===== src/design/cals_pkg.sv =====
// ----------------------------------------------------------------------------
// cals_pkg: shared types and constants of the list scheduler
// Holds the sequencer state type, opcodes, field widths and defaults.
// ----------------------------------------------------------------------------
package cals_pkg;

    localparam int MAX_MACHINES_DEF = 16;
    localparam int MAX_JOBS_DEF     = 64;

    localparam int TIME_W = 32;
    localparam int LEN_W  = 16;
    localparam int JOB_W  = 6;
    localparam int ROW_W  = 64;
    localparam int MACH_W = 4;
    localparam int CFG_W  = 5;
    localparam int FILL_W = 5;

    localparam logic [CFG_W-1:0]  CFG_COUNT_RESET = 5'd16;
    localparam logic [FILL_W-1:0] FILLED_MAX      = 5'd31;

    localparam logic OP_START  = 1'b0;
    localparam logic OP_APPEND = 1'b1;

    typedef enum logic [2:0] {
        ST_IDLE,
        ST_START,
        ST_CONF,
        ST_PLACE,
        ST_SCAN,
        ST_DONE
    } t_state;

endpackage


===== src/design/conflict_aware_list_scheduler.sv =====
// ----------------------------------------------------------------------------
// conflict_aware_list_scheduler: greedy least-loaded list scheduler
// Places each job on the least-loaded machine, delayed past every machine
// whose last job conflicts with it, then rescans for the next machine.
//
//   channel   handshake              payload
//   input     start / busy           i_opcode, i_job_id, i_job_length,
//                                    i_conflict_row
//   result    o_result_valid strobe  o_assigned_machine, o_job_finish,
//                                    o_makespan, o_next_machine,
//                                    o_next_min_time
//   config    i_cfg_we               i_cfg_wdata (machine count)
//
// A start beat passes through ST_START and ST_DONE and strobes its result in
// ST_DONE. An append beat passes through ST_CONF, ST_PLACE, ST_SCAN and
// ST_DONE and strobes its result in ST_DONE: the machine table is walked
// twice, for the conflict maximum and for the minimum, through one read port
// and one shared comparator. The block returns to ST_IDLE after ST_DONE and
// takes the next beat only there. Reset is synchronous and needs
// no clearing pass: per-machine valid bits make unwritten finish times read
// as zero. The receiver cannot stall.
// ----------------------------------------------------------------------------
module conflict_aware_list_scheduler #(
    parameter int MAX_MACHINES = cals_pkg::MAX_MACHINES_DEF,
    parameter int MAX_JOBS     = cals_pkg::MAX_JOBS_DEF
) (
    input  logic                       i_clk,
    input  logic                       i_rst_n,
    input  logic                       i_cfg_we,
    input  logic [cals_pkg::CFG_W-1:0] i_cfg_wdata,
    input  logic                       start,
    output logic                       busy,
    input  logic                       i_opcode,
    input  logic [cals_pkg::JOB_W-1:0] i_job_id,
    input  logic [cals_pkg::LEN_W-1:0] i_job_length,
    input  logic [cals_pkg::ROW_W-1:0] i_conflict_row,
    output logic                        o_result_valid,
    output logic [cals_pkg::MACH_W-1:0] o_assigned_machine,
    output logic [cals_pkg::TIME_W-1:0] o_job_finish,
    output logic [cals_pkg::TIME_W-1:0] o_makespan,
    output logic [cals_pkg::MACH_W-1:0] o_next_machine,
    output logic [cals_pkg::TIME_W-1:0] o_next_min_time
);

    localparam int IDX_W = (MAX_MACHINES > 1) ? $clog2(MAX_MACHINES) : 1;
    localparam int CNT_W = $clog2(MAX_MACHINES + 1);
    localparam int EXT_W = 8;

    cals_pkg::t_state r_state, n_state;

    logic [cals_pkg::CFG_W-1:0]  r_cfg_count;
    logic [CNT_W-1:0]            r_count, n_count;
    logic [cals_pkg::JOB_W-1:0]  r_job, n_job;
    logic [cals_pkg::LEN_W-1:0]  r_len, n_len;
    logic [cals_pkg::ROW_W-1:0]  r_row, n_row;
    logic [cals_pkg::TIME_W-1:0] r_start, n_start;
    logic [CNT_W-1:0]            r_scan, n_scan;
    logic [IDX_W-1:0]            r_target, n_target;
    logic [CNT_W-1:0]            r_idx, n_idx;
    logic                        r_rd_vld, n_rd_vld;
    logic                        r_rd_first, n_rd_first;
    logic [cals_pkg::TIME_W-1:0] r_least_time, n_least_time;
    logic [IDX_W-1:0]            r_least_machine, n_least_machine;
    logic [cals_pkg::TIME_W-1:0] r_makespan, n_makespan;
    logic [cals_pkg::FILL_W-1:0] r_filled, n_filled;
    logic [MAX_MACHINES-1:0]     r_valid, n_valid;
    logic [IDX_W-1:0]            r_out_machine, n_out_machine;
    logic [cals_pkg::TIME_W-1:0] r_out_finish, n_out_finish;

    // Machine table: finish time and last job per machine.
    logic [cals_pkg::TIME_W-1:0] finish_mem [MAX_MACHINES];
    logic [cals_pkg::JOB_W-1:0]  lastjob_mem [MAX_MACHINES];
    logic                        mem_we;
    logic [IDX_W-1:0]            mem_waddr;
    logic [cals_pkg::TIME_W-1:0] mem_wfin;
    logic [cals_pkg::JOB_W-1:0]  mem_wjob;
    logic [IDX_W-1:0]            rd_addr;
    logic [cals_pkg::TIME_W-1:0] r_rd_fin;
    logic [cals_pkg::JOB_W-1:0]  r_rd_job;
    logic                        r_rd_fin_vld;

    // Shared comparator and helpers.
    logic [cals_pkg::TIME_W-1:0] cmp_a, cmp_b;
    logic                        cmp_lt;
    logic [cals_pkg::TIME_W-1:0] fin_eff;
    logic [cals_pkg::TIME_W:0]   sum;
    logic [cals_pkg::TIME_W-1:0] place_finish;
    logic [EXT_W-1:0]            cfg_x, filled_x, count_x, act_x, least_x;
    logic [CNT_W-1:0]            act_count;
    logic                        conflict;
    logic                        issue;

    assign rd_addr = r_idx[IDX_W-1:0];
    assign fin_eff = r_rd_fin_vld ? r_rd_fin : '0;
    assign sum = {1'b0, r_start} + {{(cals_pkg::TIME_W + 1 - cals_pkg::LEN_W){1'b0}}, r_len};
    assign place_finish = sum[cals_pkg::TIME_W] ? '1 : sum[cals_pkg::TIME_W-1:0];
    assign conflict = ({1'b0, r_rd_job} < 7'(MAX_JOBS)) && r_row[r_rd_job];

    // A machine count of zero means one; anything above the bank means all.
    always_comb begin
        cfg_x = EXT_W'(r_cfg_count);
        if (cfg_x == '0) begin
            act_x = EXT_W'(1);
        end else if (cfg_x > EXT_W'(MAX_MACHINES)) begin
            act_x = EXT_W'(MAX_MACHINES);
        end else begin
            act_x = cfg_x;
        end
        act_count = act_x[CNT_W-1:0];
    end

    always_comb begin
        unique case (r_state)
            cals_pkg::ST_CONF: begin
                cmp_a = r_start;
                cmp_b = fin_eff;
            end
            cals_pkg::ST_PLACE: begin
                cmp_a = r_makespan;
                cmp_b = place_finish;
            end
            default: begin
                cmp_a = fin_eff;
                cmp_b = r_least_time;
            end
        endcase
        cmp_lt = cmp_a < cmp_b;
    end

    always_comb begin
        n_state         = r_state;
        n_count         = r_count;
        n_job           = r_job;
        n_len           = r_len;
        n_row           = r_row;
        n_start         = r_start;
        n_scan          = r_scan;
        n_target        = r_target;
        n_idx           = r_idx;
        n_rd_vld        = 1'b0;
        n_rd_first      = r_rd_first;
        n_least_time    = r_least_time;
        n_least_machine = r_least_machine;
        n_makespan      = r_makespan;
        n_filled        = r_filled;
        n_valid         = r_valid;
        n_out_machine   = r_out_machine;
        n_out_finish    = r_out_finish;
        mem_we          = 1'b0;
        mem_waddr       = r_target;
        mem_wfin        = place_finish;
        mem_wjob        = r_job;
        issue           = 1'b0;
        filled_x        = EXT_W'(r_filled);
        count_x         = act_x;
        least_x         = EXT_W'(r_least_machine);

        unique case (r_state)
            cals_pkg::ST_IDLE: begin
                if (start) begin
                    n_count = act_count;
                    n_job   = i_job_id;
                    n_len   = i_job_length;
                    n_row   = i_conflict_row;
                    n_start = r_least_time;
                    n_idx   = '0;
                    n_scan  = (filled_x < count_x) ? CNT_W'(r_filled) : act_count;
                    if (least_x < count_x) begin
                        n_target = r_least_machine;
                    end else begin
                        n_target = IDX_W'(act_count - CNT_W'(1));
                    end
                    n_state = (i_opcode == cals_pkg::OP_START) ? cals_pkg::ST_START
                                                               : cals_pkg::ST_CONF;
                end
            end
            cals_pkg::ST_START: begin
                mem_we        = 1'b1;
                mem_waddr     = '0;
                mem_wfin      = cals_pkg::TIME_W'(r_len);
                n_valid       = '0;
                n_valid[0]    = 1'b1;
                n_filled      = cals_pkg::FILL_W'(1);
                n_makespan    = cals_pkg::TIME_W'(r_len);
                n_out_machine = '0;
                n_out_finish  = cals_pkg::TIME_W'(r_len);
                if (r_count > CNT_W'(1)) begin
                    n_least_machine = IDX_W'(1);
                    n_least_time    = '0;
                end else begin
                    n_least_machine = '0;
                    n_least_time    = cals_pkg::TIME_W'(r_len);
                end
                n_state = cals_pkg::ST_DONE;
            end
            cals_pkg::ST_CONF: begin
                // Reads are issued one machine a cycle; data returns in the next cycle.
                issue = r_idx < r_scan;
                if (issue) begin
                    n_idx = r_idx + CNT_W'(1);
                end
                n_rd_vld = issue;
                if (r_rd_vld && conflict && cmp_lt) begin
                    n_start = fin_eff;
                end
                if (!issue && !r_rd_vld) begin
                    n_state = cals_pkg::ST_PLACE;
                end
            end
            cals_pkg::ST_PLACE: begin
                mem_we            = 1'b1;
                n_valid[r_target] = 1'b1;
                if (cmp_lt) begin
                    n_makespan = place_finish;
                end
                if (r_filled < cals_pkg::FILLED_MAX) begin
                    n_filled = r_filled + cals_pkg::FILL_W'(1);
                end
                n_out_machine = r_target;
                n_out_finish  = place_finish;
                n_idx         = '0;
                n_state       = cals_pkg::ST_SCAN;
            end
            cals_pkg::ST_SCAN: begin
                issue = r_idx < r_count;
                if (issue) begin
                    n_idx = r_idx + CNT_W'(1);
                end
                n_rd_vld   = issue;
                n_rd_first = (r_idx == '0);
                // The first machine seeds the minimum; later ones win only if strictly less.
                if (r_rd_vld && (r_rd_first || cmp_lt)) begin
                    n_least_time    = fin_eff;
                    n_least_machine = IDX_W'(r_idx - CNT_W'(1));
                end
                if (!issue && !r_rd_vld) begin
                    n_state = cals_pkg::ST_DONE;
                end
            end
            cals_pkg::ST_DONE: begin
                n_state = cals_pkg::ST_IDLE;
            end
            default: begin
                n_state = cals_pkg::ST_IDLE;
            end
        endcase
    end

    always_ff @(posedge i_clk) begin
        if (!i_rst_n) begin
            r_state <= cals_pkg::ST_IDLE;
        end else begin
            r_state <= n_state;
        end
    end

    always_ff @(posedge i_clk) begin
        if (!i_rst_n) begin
            r_cfg_count     <= cals_pkg::CFG_COUNT_RESET;
            r_rd_vld        <= 1'b0;
            r_least_time    <= '0;
            r_least_machine <= '0;
            r_makespan      <= '0;
            r_filled        <= '0;
            r_valid         <= '0;
        end else begin
            if (i_cfg_we) begin
                r_cfg_count <= i_cfg_wdata;
            end
            r_rd_vld        <= n_rd_vld;
            r_least_time    <= n_least_time;
            r_least_machine <= n_least_machine;
            r_makespan      <= n_makespan;
            r_filled        <= n_filled;
            r_valid         <= n_valid;
        end
    end

    always_ff @(posedge i_clk) begin
        r_count       <= n_count;
        r_job         <= n_job;
        r_len         <= n_len;
        r_row         <= n_row;
        r_start       <= n_start;
        r_scan        <= n_scan;
        r_target      <= n_target;
        r_idx         <= n_idx;
        r_rd_first    <= n_rd_first;
        r_out_machine <= n_out_machine;
        r_out_finish  <= n_out_finish;
    end

    always_ff @(posedge i_clk) begin
        if (mem_we) begin
            finish_mem[mem_waddr]  <= mem_wfin;
            lastjob_mem[mem_waddr] <= mem_wjob;
        end
        r_rd_fin     <= finish_mem[rd_addr];
        r_rd_job     <= lastjob_mem[rd_addr];
        r_rd_fin_vld <= r_valid[rd_addr];
    end

    assign busy               = (r_state != cals_pkg::ST_IDLE);
    assign o_result_valid     = (r_state == cals_pkg::ST_DONE);
    assign o_assigned_machine = cals_pkg::MACH_W'(r_out_machine);
    assign o_job_finish       = r_out_finish;
    assign o_makespan         = r_makespan;
    assign o_next_machine     = cals_pkg::MACH_W'(r_least_machine);
    assign o_next_min_time    = r_least_time;

endmodule


===== config.mk =====
export PLATFORM = sky130hd
export DESIGN_NAME = conflict_aware_list_scheduler
export DESIGN_NICKNAME = d
export VERILOG_FILES = /design/src/design/cals_pkg.sv /design/src/design/conflict_aware_list_scheduler.sv
export SDC_FILE = /design/constraint.sdc
export NUM_CORES = 1
export LEC_CHECK = 0
export ABC_AREA = 1
export BUFFER_PORTS_ARGS = -buffer_cell sky130_fd_sc_hd__buf_2
export CAP_MARGIN = 20
export CORE_AREA = 8 8 370 372
export DETAILED_ROUTE_END_ITERATION = 8
export DIE_AREA = 0 0 378 380
export GPL_ROUTABILITY_DRIVEN = 1
export HOLD_SLACK_MARGIN = 0.06
export PLACE_DENSITY_LB_ADDON = 0.3
export SKIP_CTS_REPAIR_TIMING = 1
export SYNTH_ARGS = -nofsm -noshare
export SYNTH_HDL_FRONTEND = slang
export SYNTH_SLANG_ARGS = --single-unit

===== constraint.sdc =====
create_clock -name i_clk -period 7.15 [get_ports i_clk]
set_input_delay 1.0725 -clock i_clk [delete_from_list [all_inputs] [get_ports i_clk]]
set_output_delay 1.0725 -clock i_clk [all_outputs]
set_load 0.02 [all_outputs]

* Word-level counts from Yosys, hierarchy flattened
Memory sizes are Yosys's and may differ from the RTL's. A register that Yosys moved wholly into a read port is not among the register bits. Index checks and enable logic that the tools add are counted.
Cells by class: multiplexer cells 45, order comparisons 12, add/subtract/negate cells 5, reduce and logical (&&, ||, !) cells 26, bitwise logic cells 1, equal/unequal tests 14
Operator list (number):
- $pmux W32 S2 | 6
- $mux W32 | 7
- $mux W5 | 7
- $add A32 B16 Y33 | 1
- $lt A32 B32 Y1 | 1
- $pmux W16 S2 | 1
- $pmux W5 S4 | 1
- $ne A2 B2 Y1 const B | 9
- $mux W16 | 1
- $or A16 B16 Y16 | 1
- $pmux W4 S2 | 2
- $lt A5 B5 Y1 | 3
- $pmux W3 S5 | 1
- $mux W4 | 3
- $add A5 B1 Y5 const B | 2
- $logic_not A5 Y1 | 2
- $lt A4 B5 Y1 const B | 2
- $pmux W5 S2 | 1
- $mux W3 | 3
- $reduce_and A2 Y1 | 4
- $sub A4 B1 Y4 const B | 2
- $lt A6 B7 Y1 const B | 1
- $mux W1 | 7
- $bmux W1 S6 | 1
- other kinds (22) | 34
Word-level totals: bits in registers 273, memories kept 2, RAM bits 608, input port bits 96, output and inout port bits 106, logic and storage cells 125
Memories:
- finish_mem | words 16, bits a word 32, rd ports 1, clocked after Yosys merged registers in 1, wr ports 1, RTL line conflict_aware_list_scheduler.sv:71 | logic [cals_pkg::TIME_W-1:0] finish_mem [MAX_MACHINES];
- lastjob_mem | words 16, bits a word 6, rd ports 1, clocked after Yosys merged registers in 1, wr ports 1, RTL line conflict_aware_list_scheduler.sv:72 | logic [cals_pkg::JOB_W-1:0] lastjob_mem [MAX_MACHINES];

* Longest topological paths before layout
Gate-level depths: netlist (run 1).
word-level depth 8, depth in mapped cells 35, depth with buffers taken out 34

* Worst setup path after synthesis (run 1)
Ideal clock, no wire load.
kind input-to-reg, start input port start, end register r_job (netlist bit mem_wjob[0]) (enable), data required time 6590 ps, data arrival time 5239 ps, stages on the path 2, path slack 1351 ps, library setup time 560 ps, path buffers 0, path through inv_1 nor2_1
On the way: longest elaborated chain between the ends 1
RTL lines:
- start: declaration | RTL line conflict_aware_list_scheduler.sv:31 | input logic start,
- $reduce_and A2 Y1 (no source line)
- end signal: assignment | RTL line conflict_aware_list_scheduler.sv:281 | r_job <= n_job;
- end: declaration | RTL line conflict_aware_list_scheduler.sv:53 | logic [cals_pkg::JOB_W-1:0] r_job, n_job;
Every way passes these cells. A chain may end at the register's enable or synchronous reset.

* Worst setup path after layout (run 1)
start register r_len[2] (netlist name), end register r_makespan (netlist bit o_makespan[14])
On the way: longest elaborated chain between the ends 6, elaborated cells on any way between the ends 8, those cells by class add/sub (1); order compare (1); eq/ne (1); mux (4); reduce/logical (1)
RTL lines:
- start: declaration | RTL line conflict_aware_list_scheduler.sv:54 | logic [cals_pkg::LEN_W-1:0] r_len, n_len;
- start signal: assignment | RTL line conflict_aware_list_scheduler.sv:282 | r_len <= n_len;
- $add A32 B16 Y33 * | RTL line conflict_aware_list_scheduler.sv:95 | assign sum = {1'b0, r_start} + {{(cals_pkg::TIME_W + 1 - cals_pkg::LEN_W){1'b0}}, r_len};
- $mux W32 * | RTL line conflict_aware_list_scheduler.sv:96 | assign place_finish = sum[cals_pkg::TIME_W] ? '1 : sum[cals_pkg::TIME_W-1:0];
- $pmux W32 S2 | RTL line conflict_aware_list_scheduler.sv:113 | unique case (r_state)
- $lt A32 B32 Y1 | RTL line conflict_aware_list_scheduler.sv:127 | cmp_lt = cmp_a < cmp_b;
- $ne A2 B2 Y1 (no source line)
- $reduce_and A2 Y1 (no source line)
- end signal: assignment | RTL line conflict_aware_list_scheduler.sv:273 | r_makespan <= n_makespan;
- end: declaration | RTL line conflict_aware_list_scheduler.sv:64 | logic [cals_pkg::TIME_W-1:0] r_makespan, n_makespan;
Every way passes the cells marked *; elsewhere a longest branch is shown, timed or not. The select of a mux whose other input is x is not followed.

==> results of run 1 <==
[routing by layer]
layer	part of all wire, %	GRT usage (%)	wire length, um
met5	0	0	0
met4	2.5	4.827	2893
met3	5.6	1.964	6540
met2	47	25.56	54920
met1	45	21.32	51600
[path summary, 6_finish.rpt]
check / start / endpoint / slack (ns)
setup / recovery: r_len[2] / o_makespan[14] / 1.12
hold / removal: r_valid[10] / r_valid[10] / 0.46
setup reg to reg: r_len[2] / o_makespan[14] / 1.12
hold reg to reg: r_valid[10] / r_valid[10] / 0.46
[kinds of logic (layout without fill, tap and decap cells)]
group	after synthesis	after routing	synth area share [%]
simple gates	1168	1168	12.20
compound gates	922	922	13.66
flops	919	919	67.34
buf+inv	450	688	4.443
fa+ha+maj	68	68	2.204
xor+xnor	7	7	0.1574
[tightest hold or removal path: stages, from the launching register on]
cell     delay, ns
dfxtp_1       0.30
nand2_1       0.06
a21oi_1       0.05
[flip-flops by register name (all words and copies together) (netlist names), 5 cells and up]
name / flops
r_idx: 5
r_start: 32
r_filled: 5
r_valid: 16
r_row: 64
r_scan: 5
o_makespan: 32
o_job_finish: 32
o_next_min_time: 32
r_rd_job: 6
r_count: 5
r_len: 16
lastjob_mem: 96
r_cfg_count: 5
mem_wjob: 6
r_rd_fin: 32
finish_mem: 512
[power groups by stage]
stage               Combinational, mW  Sequential (mW)  Clock, mW
global placement                 8.02             8.25          0
CTS                              8.09             8.15       5.18
floorplan                        4.99             8.23          0
detailed placement               8.05             8.25          0
global route                     8.98             8.21       5.39
finish                           8.11             8.15       5.07
[cell type report]
class                      instances  area [um^2]
sequential                       919        26230
timing repair buffer             274         1589
clock inverter                    43        489.2
fill                           13080        85510
multi-input combinational       2165        11170
inverter                         235        894.6
tap                             1755         2196
clock buffer                     136         2724
[Yosys cell counts (3+ instances only)]
| master | instances | share of area [%] |
|---|---|---|
| a31oi_1 | 4 | 0.064 |
| nor3_1 | 15 | 0.19 |
| or2_2 | 11 | 0.18 |
| o211ai_1 | 31 | 0.60 |
| buf_1 | 20 | 0.19 |
| o311ai_0 | 4 | 0.090 |
| a221oi_1 | 12 | 0.27 |
| ha_1 | 67 | 2.2 |
| xor2_1 | 4 | 0.090 |
| clkbuf_1 | 182 | 1.8 |
| edfxtp_1 | 782 | 60 |
| o21bai_1 | 5 | 0.096 |
| nor2_1 | 494 | 4.8 |
| dfxtp_1 | 137 | 7.0 |
| nor2_2 | 3 | 0.048 |
| a21oi_2 | 30 | 0.67 |
| clkinv_1 | 3 | 0.029 |
| nor4_1 | 4 | 0.064 |
| nand4_1 | 6 | 0.096 |
| o22ai_1 | 155 | 2.5 |
| o21ai_0 | 481 | 6.2 |
| nand2_1 | 429 | 4.1 |
| inv_1 | 227 | 2.2 |
| inv_2 | 5 | 0.048 |
| o221ai_1 | 58 | 1.3 |
| nand3_1 | 193 | 2.5 |
| nand2_2 | 8 | 0.13 |
| xnor2_1 | 3 | 0.067 |
| buf_2 | 9 | 0.12 |
| a21oi_1 | 132 | 1.7 |
| buf_6 | 4 | 0.12 |
| a211oi_1 | 5 | 0.096 |
==> summary.md, run 1 <==
| Metric | Value |
|---|---|
| Flop pwr share | 38.2% |
| Remaining DRCs | 0 |
| Max-cap violations | 0 |
| Finished Layout Cells | 5527 |
| Mapped cell area | 38950 um^2 |
| Sw frac | 40.02% |
| Main synth FF type | edfxtp_1 |
| CP top delay family | simple AND/OR/NAND/NOR gates |
| Cells after DPL | 5346 |
| Startpoint class of the critical path | flip-flop |
| Status | finished, final reports clean |
| Core footprint | 130800 um^2 |
| Vias in the first global route | 26570 |
| Vias after detailed routing | 27860 |
| Yosys warnings | 0 |
| Syn-to-layout area delta | 16.28% |
| Final ANT Viol Nets | 0 |
| Combinational group share of total power | 38.0% |
| Hold slack | 0.4611 ns |
| Max clock buf depth | 3 |
| WP data arrival | 6.64 ns |
| Unrepaired setup endpoints after global routing | no |
| GRT Residual Overflow | 0 |
| Iteration-0 DRC Markers | 2692 |
| Share of layout cells above drive strength 1 | 13.52% |
| DP Area | 42050 um^2 |
| Psw | 8.537 mW |
| Mapped Nets | 3698 |
| CP Capture Type | flip-flop |
| Input/output buffers | 201 |
| Slowest stage delay, CP | 0.50 ns |
| PD cells | 471.0 nW/um^2 |
| Setup TNS | 0 ns |
| Detailed Routing Iterations Pass 1 | 7 |
| Buf+Inv Stages, Crit Path | 5 |
| Final #Nets | 3854 |
| Final core occ | 34.62% |
| Hold Path Cell Cnt | 2 |
| Commonest non-fill, non-tap cell in the layout | edfxtp_1 |
| Levels on crit path | 31 |
| GRT Overall Usage | 15.54% |
| Worst Clk Skew | 0.03355 ns |
| Worst-path fanout max | 33 |
| DIE AREA | 143600 um^2 |
| Hold WC Path Type | flip-flop to flip-flop |
| Die X-Extent | 378 um |
| Peak Freq | 0.1657 GHz |
| H-tree depth | 3 |
| Crit path time final | 6.034 ns |
| CP Data Required Time | 7.75 ns |
| Peak VDD IR | 0.4583 mV |
| CP max-delay cell | nand2_1 |
| Post-synth EDFFs | 782 |
| Pin count of the biggest net entering global routing | 187 |
| Routed length per instance | 20.98 um |
| R2R cell count | 31 |
| Ant diodes | 0 |
| Synth Instances | 3534 |
| Seq/Total Area, Yosys | 67.34% |
| Worst-margin pin slew | 1.039 ns |
| Slew HR | 30.75% |
| Power share of the clock group | 23.8% |
| Place WS | 1.186 ns |
| Antenna violations before repair | 0 |
| Worst skew pair latency | 0.70 ns |
| Initial Utilization | 29.78% |
| Die height | 380 um |
| Final wirelength | 116.0 mm |
| Final period util | 84.39% |
| Slew Viols, Final | 0 |
| Sink Count | 919 |
| Asr flop ratio synth | 0% |
| Hold Vio Cnt, Final | 0 |
| Yosys cell types | 40 |
| Worst-path clk slew | 0.07 ns |
| TritonCTS clock tree | built |
| # rows | 133 |
| Most frequent CP cell | nand2_1 |
| Vias per Instance | 5.041 |
| Mean Syn Cell Area | 11.02 um^2 |
| CTS Buf Count | 95 |
| First-pass GRT wire length | 173.0 mm |
| Critical Setup Path Class | flip-flop to flip-flop |
| Static Leak | 16.26 nW |
| Pwr Total | 21.33 mW |
| Num ports | 202 |
| Most frequent cells in the layout | edfxtp_1 (782), o21ai_0 (479), nor2_1 (474), nand2_1 (428), inv_1 (222) |
| Int Power | 12.80 mW |
| Hpwl dp | 68.77 mm |
| Flops & latches, synth | 919 |
| Design Area, Final | 45290 um^2 |
| Final RePlAce weighted congestion | 0.8861 |
| Final worst slack | 1.116 ns |
| CTS Root Cell | clkbuf_16 |
| Final setup fails | 0 |
(Power assumes the default switching activity.)
==> run 2, diff against run 1 <==
--- a/config.mk
+++ b/config.mk
@@ -5,12 +5,12 @@
 export SDC_FILE = /design/constraint.sdc
 export NUM_CORES = 1
 export LEC_CHECK = 0
-export ABC_AREA = 1
+export ABC_AREA = 0
 export BUFFER_PORTS_ARGS = -buffer_cell sky130_fd_sc_hd__buf_2
 export CAP_MARGIN = 20
-export CORE_AREA = 8 8 370 372
+export CORE_AREA = 8 8 368 370
 export DETAILED_ROUTE_END_ITERATION = 8
-export DIE_AREA = 0 0 378 380
+export DIE_AREA = 0 0 376 378
 export GPL_ROUTABILITY_DRIVEN = 1
 export HOLD_SLACK_MARGIN = 0.06
 export PLACE_DENSITY_LB_ADDON = 0.3
==> constraint.sdc (replaced) <==
create_clock -name i_clk -period 5.3 [get_ports i_clk]
set_input_delay 0.795 -clock i_clk [delete_from_list [all_inputs] [get_ports i_clk]]
set_output_delay 0.795 -clock i_clk [all_outputs]
set_load 0.02 [all_outputs]
==> run 2 against run 1 <==
  * Total power rose by 28%
  * Highest routed layer is now met5
  * Final area grew 1.2%
  * Routed wire length fell by 3.7%
  * Largest power group unchanged
  * Utilization rose by 0.60 points
  * Clock skew increased by 0.00092 ns
  * Clock power rose by 34%
  * Critical endpoint is now o_next_min_time[17]
  * Largest cell class unchanged
==> summary.md, run 2 <==
| Metric | Value |
|---|---|
| Status | finished, final reports clean |
| Num ports | 202 |
| Final wirelength | 111.7 mm |
| Final period util | 98.57% |
| Routed length per instance | 24.71 um |
| PD cells | 593.9 nW/um^2 |
| Vias per Instance | 5.052 |
| GRT Overall Usage | 15.27% |
| Layout fillers | 12470 |
| Input/output buffers | 201 |
| First-pass GRT wire length | 161.4 mm |
| Worst skew pair latency | 0.71 ns |
| Worst Clk Skew | 0.03447 ns |
| Peak VDD IR | 0.3165 mV |
| Synth top area share | 60.91% |
| Die height | 378 um |
| Worst r2r dst | o_next_min_time[17] |
| Core footprint | 130100 um^2 |
| Max reg flops | 512 |
| Final ANT Viol Nets | 0 |
| WP data arrival | 5.84 ns |
| Slowest stage delay, CP | 0.46 ns |
| Worst setup path endpoint | o_next_min_time[17] |
| Vias after detailed routing | 22830 |
| Share of layout cells above drive strength 1 | 27.63% |
| Cells after DPL | 4314 |
| CP Data Required Time | 5.92 ns |
| Worst-path clk slew | 0.06 ns |
| Vias in the first global route | 22780 |
| Most frequent cells in the layout | edfxtp_1 (782), mux4_2 (216), nand2_1 (211), buf_2 (200), dfxtp_1 (135) |
| Detailed Routing Iterations Pass 1 | 6 |
| GRT Residual Overflow | 0 |
| Design Area, Final | 45830 um^2 |
| Commonest non-fill, non-tap cell in the layout | edfxtp_1 |
| CP Capture Type | flip-flop |
| Worst-path fanout max | 6 |
| # rows | 133 |
| Synth area leaders | edfxtp_1 (61%), mux4_2 (13%), dfxtp_1 (7.1%) |
| Startpoint class of the critical path | flip-flop |
| Synth top cells by count | edfxtp_1 (782), mux4_2 (216), nand2_1 (212), dfxtp_1 (137), nor2_1 (131) |
| H-tree depth | 3 |
| Mapped Nets | 2552 |
| Seq/Total Area, Yosys | 68.02% |
| Cell taking the most area after synthesis | edfxtp_1 |
| Sink Count | 919 |
| Static Leak | 15.54 nW |
| Mean Syn Cell Area | 16.15 um^2 |
| Yosys cell types | 81 |
| Iteration-0 DRC Markers | 2163 |
| Remaining DRCs | 0 |
| DIE AREA | 142100 um^2 |
| Mapped cell area | 38550 um^2 |
| Setup TNS | 0 ns |
| Die X-Extent | 376 um |
| Final worst slack | 0.07567 ns |
| Peak Freq | 0.1914 GHz |
| Antenna violations before repair | 7 |
| Hpwl dp | 71.26 mm |
| Asr flop ratio synth | 0% |
| Finished Layout Cells | 4519 |
| Synth Instances | 2388 |
| Hold slack | 0.2777 ns |
| Worst-margin pin slew | 1.005 ns |
| Syn-to-layout area delta | 18.88% |
| Post-synth EDFFs | 782 |
| R2R cell count | 19 |
| CTS Root Cell | clkbuf_16 |
| Initial Utilization | 29.63% |
| Cell with the most instances after synthesis | edfxtp_1 |
| Slew Viols, Final | 0 |
| R2R Setup Slk | 0.08 ns |
| Worst r2r src | r_start[0] |
| Crit path time final | 5.224 ns |
| Pwr Total | 27.22 mW |
| Slew HR | 32.97% |
| Unrepaired setup endpoints after global routing | yes |
| Pin count of the biggest net entering global routing | 99 |
| Final RePlAce weighted congestion | 0.8828 |
| CTS Buf Count | 100 |
| Critical path origin | r_start[0] |
| Place WS | 0.1017 ns |
| Max-cap violations | 0 |
| Critical Path, Cell by Cell | ha_4, fa_2, a211oi_4, o211ai_2, a311o_1, and3_1, or4_1, o211a_1, o22ai_1, ha_1, and4_4, nand3_1, or4_4, o211ai_4, o211ai_4, o31ai_4, buf_6, buf_6, mux2i_1 |
| Critical Setup Path Class | flip-flop to flip-flop |
| Flops & latches, synth | 919 |
| Hold WC Path Type | input pin to flip-flop |
| Max clock buf depth | 3 |
| CP max-delay cell | or4_4 |
| Yosys warnings | 0 |
| Final #Nets | 2839 |
| Min-delay src | i_conflict_row[2] |
| TritonCTS clock tree | built |
| DP Area | 42350 um^2 |
| Hold Vio Cnt, Final | 0 |
| Main synth FF type | edfxtp_1 |
| Reg with most FFs | finish_mem |
| Final core occ | 35.22% |
| Final setup fails | 0 |
| Top Registers | finish_mem: 512 flops, lastjob_mem: 96 flops, r_row: 64 flops |
==> run 2: final cells by class <==
class | instances | area (um^2) | area share [%]
Timing Repair Buffer | 333 | 2215 | 4.832
Antenna cell | 3 | 7.507 | 0.01638
Sequential cell | 919 | 26230 | 57.23
Clock buffer | 138 | 2695 | 5.880
Tap cell | 1755 | 2196 | 4.791
Inverter | 39 | 146.4 | 0.3194
Multi-Input combinational cell | 1282 | 11850 | 25.85
Clock inverter | 50 | 495.5 | 1.081
==> run 2: worst min-delay path by stage <==
stage	cells after the start	endpoint
global placement	2	r_valid[0]
CTS	1	r_row[2]
finish	1	r_row[2]
floorplan	2	r_valid[0]
global route	1	r_row[2]
detailed placement	2	r_valid[0]
==> run 2: report_power, final <==
part / leakage, nW / total [mW] / switching [mW] / internal [mW]
registers: 8.28 / 10.6 / 0.679 / 9.93
clock network: 1.55 / 6.80 / 2.88 / 3.91
logic: 5.72 / 9.81 / 5.94 / 3.87
total: 15.5 / 27.2 / 9.50 / 17.7
==> run 2: critical path, delay by kind of cell, from the launching register on <==
family          cells  cell delay [ns]
simple gates        5             1.47
fa+ha+maj           3             0.80
compound gates      8             1.86
buf+inv             2             0.36
flops               1             0.45
mux                 1             0.19
==> run 2: per-layer routing <==
layer	vias to the layer above	wire, um	GRT usage (%)
met3	138	8174	3.783
met5	-	26	0
met2	724	51210	23.92
li1	10050	-	-
met4	4	2365	3.634
met1	11920	49890	21.38
==> run 2: kinds of logic after synthesis <==
| logic type | count (synthesis) | synth area share, % |
|---|---|---|
| multiplexers | 290 | 14.56 |
| AO/OA/AOI/OAI | 394 | 6.591 |
| flip-flops | 919 | 68.02 |
| AND/OR/NAND/NOR | 507 | 6.023 |
| buffers and inverters | 187 | 2.051 |
| XOR/XNOR | 23 | 0.5225 |
| adder cells (fa/ha/maj) | 68 | 2.226 |
